File: src/hw/rtl/dpp_pkg.sv
// Shared types, constants and ring index helpers for the delta pattern prefetcher.
// Used by every module of the block; depends on nothing.
package dpp_pkg;

  localparam int TABLE_ENTRIES = 128;
  localparam int RING_DEPTH    = 16;
  localparam int BLOCK_BYTES   = 64;
  localparam int ADDR_BITS     = 32;
  localparam int MAX_RESULTS   = 16;

  localparam int PC_BITS    = 32;
  localparam int IN_ADDR_BITS = 32;
  localparam int PFA_BITS   = 32;
  localparam int LIMIT_BITS = 32;
  localparam int CFG_DATA_BITS = 32;
  localparam int CFG_IDX_BITS  = 2;

  localparam int ADDR_EFF   = (ADDR_BITS < IN_ADDR_BITS) ? ADDR_BITS : IN_ADDR_BITS;
  localparam int OFF_BITS   = $clog2(BLOCK_BYTES);
  localparam int BLK_BITS   = ADDR_EFF - OFF_BITS;
  localparam int DELTA_BITS = BLK_BITS + 1;
  localparam int CAND_BITS  = BLK_BITS + 2;
  localparam int IDX_BITS   = $clog2(TABLE_ENTRIES);
  localparam int POS_BITS   = $clog2(RING_DEPTH);
  localparam int FILL_BITS  = $clog2(RING_DEPTH + 1);
  localparam int CNT_BITS   = $clog2(MAX_RESULTS + 1);
  localparam int RA_BITS    = $clog2(TABLE_ENTRIES * RING_DEPTH);
  localparam int CMP_BITS   = (CAND_BITS + OFF_BITS > LIMIT_BITS) ?
                              CAND_BITS + OFF_BITS : LIMIT_BITS;

  localparam logic [CFG_IDX_BITS-1:0] CFG_MEM_LIMIT = CFG_IDX_BITS'(0);
  localparam logic [CFG_IDX_BITS-1:0] CFG_DUP_FILT  = CFG_IDX_BITS'(1);

  typedef enum logic [3:0] {
    S_IDLE, S_SCAN, S_SCHK, S_ALLOC, S_HIT, S_SRCH_RD, S_SRCH_CMP, S_REPLAY,
    S_FLT_RD, S_FLT_ACC, S_EMT_RD, S_EMT_ACC, S_EMT_PUSH, S_FLUSH, S_FIN
  } state_t;

  typedef struct packed {
    logic [PC_BITS-1:0]          pc;
    logic [BLK_BITS-1:0]         last_block;
    logic signed [CAND_BITS-1:0] last_prefetch;
    logic [POS_BITS-1:0]         head;
    logic [FILL_BITS-1:0]        fill;
  } entry_t;

  typedef struct packed {
    logic                we_all;
    logic                we_lp;
    logic [IDX_BITS-1:0] idx;
    entry_t              data;
  } tbl_wr_t;

  typedef struct packed {
    logic                  en;
    logic [RA_BITS-1:0]    addr;
    logic [DELTA_BITS-1:0] data;
  } ring_wr_t;

  typedef struct packed {
    logic [RA_BITS-1:0] addr_a;
    logic [RA_BITS-1:0] addr_b;
  } ring_rd_t;

  typedef struct packed {
    logic [LIMIT_BITS-1:0] memory_limit;
    logic                  dup_filter_en;
  } cfg_t;

  function automatic logic [POS_BITS-1:0] pos_inc(input logic [POS_BITS-1:0] x);
    logic [POS_BITS-1:0] y;
    if (x == POS_BITS'(RING_DEPTH - 1)) y = '0;
    else y = x + POS_BITS'(1);
    return y;
  endfunction

  // Position n steps behind h, with n at most RING_DEPTH.
  function automatic logic [POS_BITS-1:0] pos_sub(input logic [POS_BITS-1:0] h,
                                                  input logic [FILL_BITS-1:0] n);
    logic [POS_BITS+1:0] s;
    s = (POS_BITS+2)'(h) + (POS_BITS+2)'(RING_DEPTH) - (POS_BITS+2)'(n);
    if (s >= (POS_BITS+2)'(RING_DEPTH)) s = s - (POS_BITS+2)'(RING_DEPTH);
    return s[POS_BITS-1:0];
  endfunction

  function automatic logic [RA_BITS-1:0] ring_addr(input logic [IDX_BITS-1:0] idx,
                                                   input logic [POS_BITS-1:0] pos);
    return RA_BITS'(idx) * RA_BITS'(RING_DEPTH) + RA_BITS'(pos);
  endfunction

endpackage

File: src/hw/rtl/dpp_ctrl.sv
// Sequencer and shared adder/comparator: table scan, pattern search, replay and output.
// Depends on dpp_pkg; drives dpp_table and dpp_ring.
module dpp_ctrl (
  input  logic                             clk,
  input  logic                             rst_n,
  input  dpp_pkg::cfg_t                    cfg,
  input  logic                             in_valid,
  output logic                             in_ready,
  input  logic [dpp_pkg::PC_BITS-1:0]      in_pc,
  input  logic [dpp_pkg::IN_ADDR_BITS-1:0] in_addr,
  output logic                             out_valid,
  input  logic                             out_ready,
  output logic [dpp_pkg::PFA_BITS-1:0]     out_addr,
  output logic                             out_last,
  output logic [dpp_pkg::IDX_BITS-1:0]     tbl_rd_idx,
  input  logic                             tbl_rd_valid,
  input  dpp_pkg::entry_t                  tbl_rd_entry,
  output dpp_pkg::tbl_wr_t                 tbl_wr,
  output dpp_pkg::ring_rd_t                ring_rd,
  output dpp_pkg::ring_wr_t                ring_wr,
  input  logic [dpp_pkg::DELTA_BITS-1:0]   ring_da,
  input  logic [dpp_pkg::DELTA_BITS-1:0]   ring_db
);
  import dpp_pkg::*;

  state_t state_r, state_nxt;

  logic [PC_BITS-1:0]          pc_r;
  logic [BLK_BITS-1:0]         block_r;
  logic [IDX_BITS-1:0]         scan_r, eidx_r, rp_r;
  entry_t                      ent_r;
  logic [POS_BITS-1:0]         head_r, patpos_r, qpos_r, fpos_r, start_r, t_r;
  logic [FILL_BITS-1:0]        fill_r, p_r, i_r, j_r;
  logic                        found_r, drop_r;
  logic signed [CAND_BITS-1:0] prev_r;
  logic [CNT_BITS-1:0]         n_r;
  logic                        pend_v_r, out_v_r, out_last_r;
  logic [PFA_BITS-1:0]         pend_addr_r, cand_addr_r, out_addr_r;

  logic                        hit, out_free, srch_more, p_more, t_last, cand_ok, push_move;
  logic [POS_BITS-1:0]         new_head, t_inc;
  logic [FILL_BITS-1:0]        new_fill, i_inc;
  logic signed [CAND_BITS-1:0] add_a, add_b, add_y, cmp_a, cmp_b, blk_ext;
  logic                        add_sub, cmp_eq;
  logic [CAND_BITS+OFF_BITS-1:0] cand_bytes;

  assign hit      = tbl_rd_valid && (tbl_rd_entry.pc == pc_r);
  assign out_free = !out_v_r || out_ready;
  assign new_head = pos_inc(ent_r.head);
  assign new_fill = (ent_r.fill < FILL_BITS'(RING_DEPTH)) ? ent_r.fill + FILL_BITS'(1)
                                                           : ent_r.fill;
  assign i_inc    = i_r + FILL_BITS'(1);
  assign srch_more = ((FILL_BITS+1)'(i_inc) + (FILL_BITS+1)'(p_r)) < (FILL_BITS+1)'(fill_r);
  assign p_more   = (p_r + FILL_BITS'(1)) <= (fill_r >> 1);
  assign t_inc    = pos_inc(t_r);
  assign t_last   = (t_inc == head_r);
  assign blk_ext  = CAND_BITS'(block_r);
  assign push_move = !pend_v_r || out_free;

  // Shared adder: entry delta on a hit, running candidate during replay.
  always_comb begin
    add_a   = prev_r;
    add_b   = CAND_BITS'(signed'(ring_da));
    add_sub = 1'b0;
    if (state_r == S_HIT) begin
      add_a   = blk_ext;
      add_b   = CAND_BITS'(ent_r.last_block);
      add_sub = 1'b1;
    end
    add_y = add_sub ? add_a - add_b : add_a + add_b;
  end

  // Shared comparator: pattern match during the search, last prefetch during the filter.
  always_comb begin
    cmp_a = add_y;
    cmp_b = ent_r.last_prefetch;
    if (state_r == S_SRCH_CMP) begin
      cmp_a = CAND_BITS'(signed'(ring_da));
      cmp_b = CAND_BITS'(signed'(ring_db));
    end
    cmp_eq = (cmp_a == cmp_b);
  end

  assign cand_bytes = {add_y, {OFF_BITS{1'b0}}};
  assign cand_ok = (add_y > 0) && (CMP_BITS'(cand_bytes) < CMP_BITS'(cfg.memory_limit))
                   && (n_r < CNT_BITS'(MAX_RESULTS));

  always_comb begin
    state_nxt = state_r;
    unique case (state_r)
      S_IDLE:     if (in_valid) state_nxt = S_SCAN;
      S_SCAN:     state_nxt = S_SCHK;
      S_SCHK: begin
        if (hit) state_nxt = S_HIT;
        else if (scan_r == IDX_BITS'(TABLE_ENTRIES - 1)) state_nxt = S_ALLOC;
        else state_nxt = S_SCAN;
      end
      S_ALLOC:    state_nxt = S_IDLE;
      S_HIT:      state_nxt = ((new_fill >> 1) != '0) ? S_SRCH_RD : S_REPLAY;
      S_SRCH_RD:  state_nxt = S_SRCH_CMP;
      S_SRCH_CMP: state_nxt = (srch_more || p_more) ? S_SRCH_RD : S_REPLAY;
      S_REPLAY: begin
        if (start_r == head_r) state_nxt = S_FIN;
        else if (cfg.dup_filter_en) state_nxt = S_FLT_RD;
        else state_nxt = S_EMT_RD;
      end
      S_FLT_RD:   state_nxt = S_FLT_ACC;
      S_FLT_ACC: begin
        if (!t_last) state_nxt = S_FLT_RD;
        else if (drop_r || cmp_eq) state_nxt = S_FIN;
        else state_nxt = S_EMT_RD;
      end
      S_EMT_RD:   state_nxt = S_EMT_ACC;
      S_EMT_ACC: begin
        if (cand_ok) state_nxt = S_EMT_PUSH;
        else if (t_last) state_nxt = S_FLUSH;
        else state_nxt = S_EMT_RD;
      end
      S_EMT_PUSH: if (push_move) state_nxt = (t_r == head_r) ? S_FLUSH : S_EMT_RD;
      S_FLUSH:    if (!pend_v_r || out_free) state_nxt = S_FIN;
      S_FIN:      state_nxt = S_IDLE;
      default:    state_nxt = S_IDLE;
    endcase
  end

  always_comb begin
    in_ready   = (state_r == S_IDLE);
    tbl_rd_idx = scan_r;
    tbl_wr     = '0;
    ring_wr    = '0;
    ring_rd.addr_a = ring_addr(eidx_r, (state_r == S_SRCH_RD) ? patpos_r : t_r);
    ring_rd.addr_b = ring_addr(eidx_r, qpos_r);
    unique case (state_r)
      S_ALLOC: begin
        tbl_wr.we_all = 1'b1;
        tbl_wr.idx    = rp_r;
        tbl_wr.data   = '{pc: pc_r, last_block: block_r, last_prefetch: '0,
                          head: '0, fill: '0};
      end
      S_HIT: begin
        tbl_wr.we_all = 1'b1;
        tbl_wr.idx    = eidx_r;
        tbl_wr.data   = '{pc: ent_r.pc, last_block: block_r,
                          last_prefetch: ent_r.last_prefetch, head: new_head, fill: new_fill};
        ring_wr.en    = 1'b1;
        ring_wr.addr  = ring_addr(eidx_r, ent_r.head);
        ring_wr.data  = add_y[DELTA_BITS-1:0];
      end
      S_FIN: begin
        tbl_wr.we_lp = 1'b1;
        tbl_wr.idx   = eidx_r;
        tbl_wr.data.last_prefetch = prev_r;
      end
      default: ;
    endcase
  end

  always_ff @(posedge clk) begin
    if (!rst_n) begin
      state_r  <= S_IDLE;
      rp_r     <= '0;
      pend_v_r <= 1'b0;
      out_v_r  <= 1'b0;
    end else begin
      state_r <= state_nxt;
      if (state_r == S_ALLOC) begin
        rp_r <= (rp_r == IDX_BITS'(TABLE_ENTRIES - 1)) ? '0 : rp_r + IDX_BITS'(1);
      end
      if (out_v_r && out_ready) out_v_r <= 1'b0;
      if (state_r == S_EMT_PUSH && push_move) begin
        pend_v_r <= 1'b1;
        if (pend_v_r) out_v_r <= 1'b1;
      end
      if (state_r == S_FLUSH && pend_v_r && out_free) begin
        pend_v_r <= 1'b0;
        out_v_r  <= 1'b1;
      end
    end
  end

  always_ff @(posedge clk) begin
    unique case (state_r)
      S_IDLE: begin
        if (in_valid) begin
          pc_r    <= in_pc;
          block_r <= in_addr[ADDR_EFF-1:OFF_BITS];
          scan_r  <= '0;
        end
      end
      S_SCHK: begin
        ent_r  <= tbl_rd_entry;
        eidx_r <= scan_r;
        if (!hit && scan_r != IDX_BITS'(TABLE_ENTRIES - 1)) scan_r <= scan_r + IDX_BITS'(1);
      end
      S_HIT: begin
        head_r   <= new_head;
        fill_r   <= new_fill;
        start_r  <= new_head;
        p_r      <= FILL_BITS'(1);
        i_r      <= '0;
        j_r      <= '0;
        patpos_r <= pos_sub(new_head, FILL_BITS'(1));
        qpos_r   <= pos_sub(new_head, new_fill);
        found_r  <= 1'b0;
      end
      S_SRCH_CMP: begin
        if (srch_more) begin
          if (cmp_eq) begin
            found_r <= 1'b1;
            fpos_r  <= qpos_r;
          end
          i_r    <= i_inc;
          qpos_r <= pos_inc(qpos_r);
          // The pattern index wraps back to the oldest pattern delta every p steps.
          if (j_r + FILL_BITS'(1) == p_r) begin
            j_r      <= '0;
            patpos_r <= pos_sub(head_r, p_r);
          end else begin
            j_r      <= j_r + FILL_BITS'(1);
            patpos_r <= pos_inc(patpos_r);
          end
        end else begin
          if (cmp_eq) start_r <= qpos_r;
          else if (found_r) start_r <= fpos_r;
          p_r      <= p_r + FILL_BITS'(1);
          i_r      <= '0;
          j_r      <= '0;
          patpos_r <= pos_sub(head_r, p_r + FILL_BITS'(1));
          qpos_r   <= pos_sub(head_r, fill_r);
          found_r  <= 1'b0;
        end
      end
      S_REPLAY: begin
        t_r    <= start_r;
        prev_r <= blk_ext;
        drop_r <= 1'b0;
        n_r    <= '0;
      end
      S_FLT_ACC: begin
        drop_r <= drop_r | cmp_eq;
        if (t_last) begin
          t_r    <= start_r;
          prev_r <= blk_ext;
        end else begin
          t_r    <= t_inc;
          prev_r <= add_y;
        end
      end
      S_EMT_ACC: begin
        prev_r      <= add_y;
        t_r         <= t_inc;
        cand_addr_r <= PFA_BITS'(cand_bytes);
      end
      S_EMT_PUSH: begin
        if (push_move) begin
          pend_addr_r <= cand_addr_r;
          n_r         <= n_r + CNT_BITS'(1);
          if (pend_v_r) begin
            out_addr_r <= pend_addr_r;
            out_last_r <= 1'b0;
          end
        end
      end
      S_FLUSH: begin
        if (pend_v_r && out_free) begin
          out_addr_r <= pend_addr_r;
          out_last_r <= 1'b1;
        end
      end
      default: ;
    endcase
  end

  assign out_valid = out_v_r;
  assign out_addr  = out_addr_r;
  assign out_last  = out_last_r;

endmodule
File: config.mk
export PLATFORM = sky130hd
export DESIGN_NAME = dpp_ctrl
export DESIGN_NICKNAME = d
export VERILOG_FILES = /design/src/hw/rtl/dpp_pkg.sv /design/src/hw/rtl/dpp_ctrl.sv
export SDC_FILE = /design/constraint.sdc
export NUM_CORES = 1
export LEC_CHECK = 0
export BUFFER_PORTS_ARGS = -buffer_cell sky130_fd_sc_hd__buf_2
export CAP_MARGIN = 20
export CORE_MARGIN = 4
export CORE_UTILIZATION = 50
export DETAILED_ROUTE_END_ITERATION = 8
export GPL_ROUTABILITY_DRIVEN = 0
export PLACE_DENSITY = 0.78
export SLEW_MARGIN = 10
export SYNTH_ARGS = -nofsm -noshare
export SYNTH_HDL_FRONTEND = slang
export SYNTH_SLANG_ARGS = --single-unit
File: constraint.sdc
create_clock -name clk -period 6.78 [get_ports clk]
set_clock_uncertainty 0.05 [all_clocks]
set_input_delay 0.339 -clock clk [delete_from_list [all_inputs] [get_ports clk]]
set_output_delay 0.339 -clock clk [all_outputs]
set_load 0.01 [all_outputs]
==> qor.yml <==
status:
  status: "finished clean"
place:
  place_inst: 2709
  port_buffers: 445
  place_hpwl_mm: 49.1
synth:
  synth_top_area_share_pct: 50.4
  synth_area_sq_mm: 0.0194
  synth_cells: 1789
  synth.most_common_cell: "edfxtp_1"
  ys_ff_latch: 338
  ys.flop_type: "edfxtp_1"
  yosysSeqAreaShare_pct: 51.7
  avgSynthCellArea_sq_um: 10.8
  synthArstFlopShare_pct: 0
  synth_area_leaders: "edfxtp_1, ha_1, xor2_1"
  yosys.area.top_type: "edfxtp_1"
  yosysUniqueCellTypes: 92
  synth_commonest_cells: "edfxtp_1, nand2_1, nor2_1"
  synth_edf_count: 325
  yosysWarnings: 0
routing:
  ant_nets: 0
  drtPass1Iterations: 6
  wl_per_cell_um: 23.1
  viasPerCell: 5.89
  drtIter0Drc: 1607
  wirelength_mm: 67.8
  drc: 0
  vias: 17321
power_and_ir_drop:
  power.total_mw: 5.39
  power_leakage_nw: 10.6
  ir_drop_v: 0.000229
  p_per_area_mw_per_mm2: 214
clocking:
  cts_tree: "done"
  numCtsBuffers: 39
  clkLatencyLatePin_ns: 0.58
  cts_max_level: 2
  cts.clk_slew.worst_paths_ns: 0.06
  clock_path_buffers: 3
  clockRootBuffer: "clkbuf_16"
  cts_sinks: 338
worst_setup_path:
  cp_top_family: "compound AO/OA/AOI/OAI gates"
  cp_max_fo: 10
  worst_setup_path_end_kind: "flop"
  crit_arrival_ns: 6.91
  max_stage_delay_ns: 0.58
  critPathKind: "flop to flop"
  slowest_stage: "ha_1"
  cpMostUsedCell: "nand2_1"
  crit_path_start_kind: "flop"
  path_buf_inv: 1
  cp.required_ns: 7.17
cells_and_area:
  finalNetCount: 2740
  area_delta_synth_final_pct: 30.0
  final_cells: 2941
  fillers: 2830
  drive_gt1_share_pct: 25.1
global_routing:
  grt_pass1_vias: 17061
  grtUsageMet3_pct: 7.52
  grt_max_degree: 74
  busiest_layer: "met2"
  antenna_found_initial: 11
  grtUsageMet1_pct: 39.6
  grtUsageMet2_pct: 51.0
  grt_overflow_total: 0
  grt_pass1_wl_mm: 100
  grt_use_total_pct: 31.2
timing:
  relSlewSlack_pct: 30.4
  layout_min_cycle_time_ns: 6.53
  slew_viol_final: 0
  tightest_slew_ns: 1.04
  finalHoldViolations: 0
  fmax_mhz: 153
  post-route-period-util_pct: 96.3
  setup_viol: 0
die:
  start_util_pct: 51.0
  fp-row-count: 71
  io_pins: 458
  die_y_um: 205
  core_area_sq_mm: 0.0379
  die_area_sq_mm: 0.0419
  die_w_um: 205
run:
  maxCapViolations: 0
hold_path:
  min_path_type: "primary input to flop"
## path summary, 6_finish.rpt
kind | start | endpoint | depth (start not counted) | slack (ns)
worst max-delay path | ent_r[45] | state_r[1] | 26 | 0.25
worst min-delay path | rst_n | rp_r[5] | 2 | 0.13
worst max register to register | ent_r[45] | state_r[1] | 26 | 0.25
worst min register to register | pend_addr_r[25] | out_addr[25] | 0 | 0.37
## where the power goes
group / switching, mW / leakage, nW / internal [mW]
clock: 0.883 / 0.642 / 1.32
combinational: 0.429 / 6.90 / 0.309
sequential: 0.0631 / 3.11 / 2.39
total: 1.38 / 10.6 / 4.01
## flip-flops by register name, indices dropped and copies added, names as in the netlist, 7 cells and up
register / cells
block_r: 26
cand_addr_r: 26
eidx_r: 7
ent_r: 95
out_addr: 26
pc_r: 32
pend_addr_r: 26
prev_r: 28
rp_r: 7
tbl_rd_idx: 7
## timing repair
item	4_1_cts	5_1_grt
pin swaps	0	4
hold endpoints to repair	153	0
resized for setup	1	14
buffers inserted	0	3
setup endpoints to repair	2	16
hold buffers	153	0
## placed cells by master (no fill, tap or decap), types with 15 or more instances in the layout
master,Yosys,layout
a22o_1,65,65
ha_1,87,86
nand3_1,49,48
dlygate4sd3_1,0,153
buf_4,15,41
a21o_1,18,18
o21ai_0,83,83
a31oi_1,15,15
xor2_1,102,102
xnor2_1,85,84
nor4_1,20,20
edfxtp_1,325,325
nor2_1,122,115
nand2_1,206,206
nand4_1,24,24
a21oi_1,80,77
nor2b_1,41,41
buf_2,8,445
and2_1,24,23
nor3_1,30,27
clkbuf_16,0,40
inv_1,93,92
## metal layers
metal	vias up	share of wire (%)
met2	1165	47
met3	206	11
met1	8189	37
met5	-	0.13
li1	7745	-
met4	16	5.3
## worst register-to-register path, cell delays in order, from the launching register on
cell	delay, ns
edfxtp_1	0.40
or4_4	0.53
or4_4	0.45
o22ai_4	0.26
nand2_1	0.11
xnor2_1	0.13
nand2_1	0.06
o21ai_0	0.17
ha_1	0.59
and4_1	0.27
nand2_1	0.08
o21a_1	0.21
and3_1	0.19
xor2_1	0.20
inv_1	0.11
ha_1	0.33
a21oi_1	0.21
a21oi_1	0.10
a211oi_1	0.29
o31ai_2	0.14
o21ai_0	0.28
a211oi_2	0.15
a211oi_2	0.20
nor3_2	0.11
o41ai_2	0.45
nor3_1	0.08
o31a_1	0.25
## kinds of logic after synthesis
logic type / share of synthesized area (%)
flip-flops: 51.7
XOR/XNOR: 8.66
AO/OA/AOI/OAI: 13.0
AND/OR/NAND/NOR: 14.9
buffers and inverters: 4.03
other: 0.0194
multiplexers: 1.23
adder cells (fa/ha/maj): 6.35
## area by class of cell
type	count	area (sq um)	share of cell area, %
flip-flops and latches	338	10000	39.8
multi-input cells	1278	8700	34.6
repair buffers	641	4100	16.3
clock buffers	47	1030	4.08
well taps	511	639	2.54
inverters	98	373	1.48
clock inverters	24	294	1.17
diodes	4	10.0	0.0398
## stage by stage
step                TNS [ns]  area, sq um  hold WS (ns)  util (%)  setup slack (ns)
floorplan                  0        19400         0.350         -             0.276
global placement           0        22200         0.351      58.5             0.135
detailed placement   -0.0489        22200         0.355      58.5           -0.0489
CTS                        0        25100        0.0982      66.1            0.0510
global route        -0.00256        25200        0.0981      66.3          -0.00256
finish                     0        25200         0.129      66.3             0.253
No activity file was read; power rests on OpenSTA's default activity.
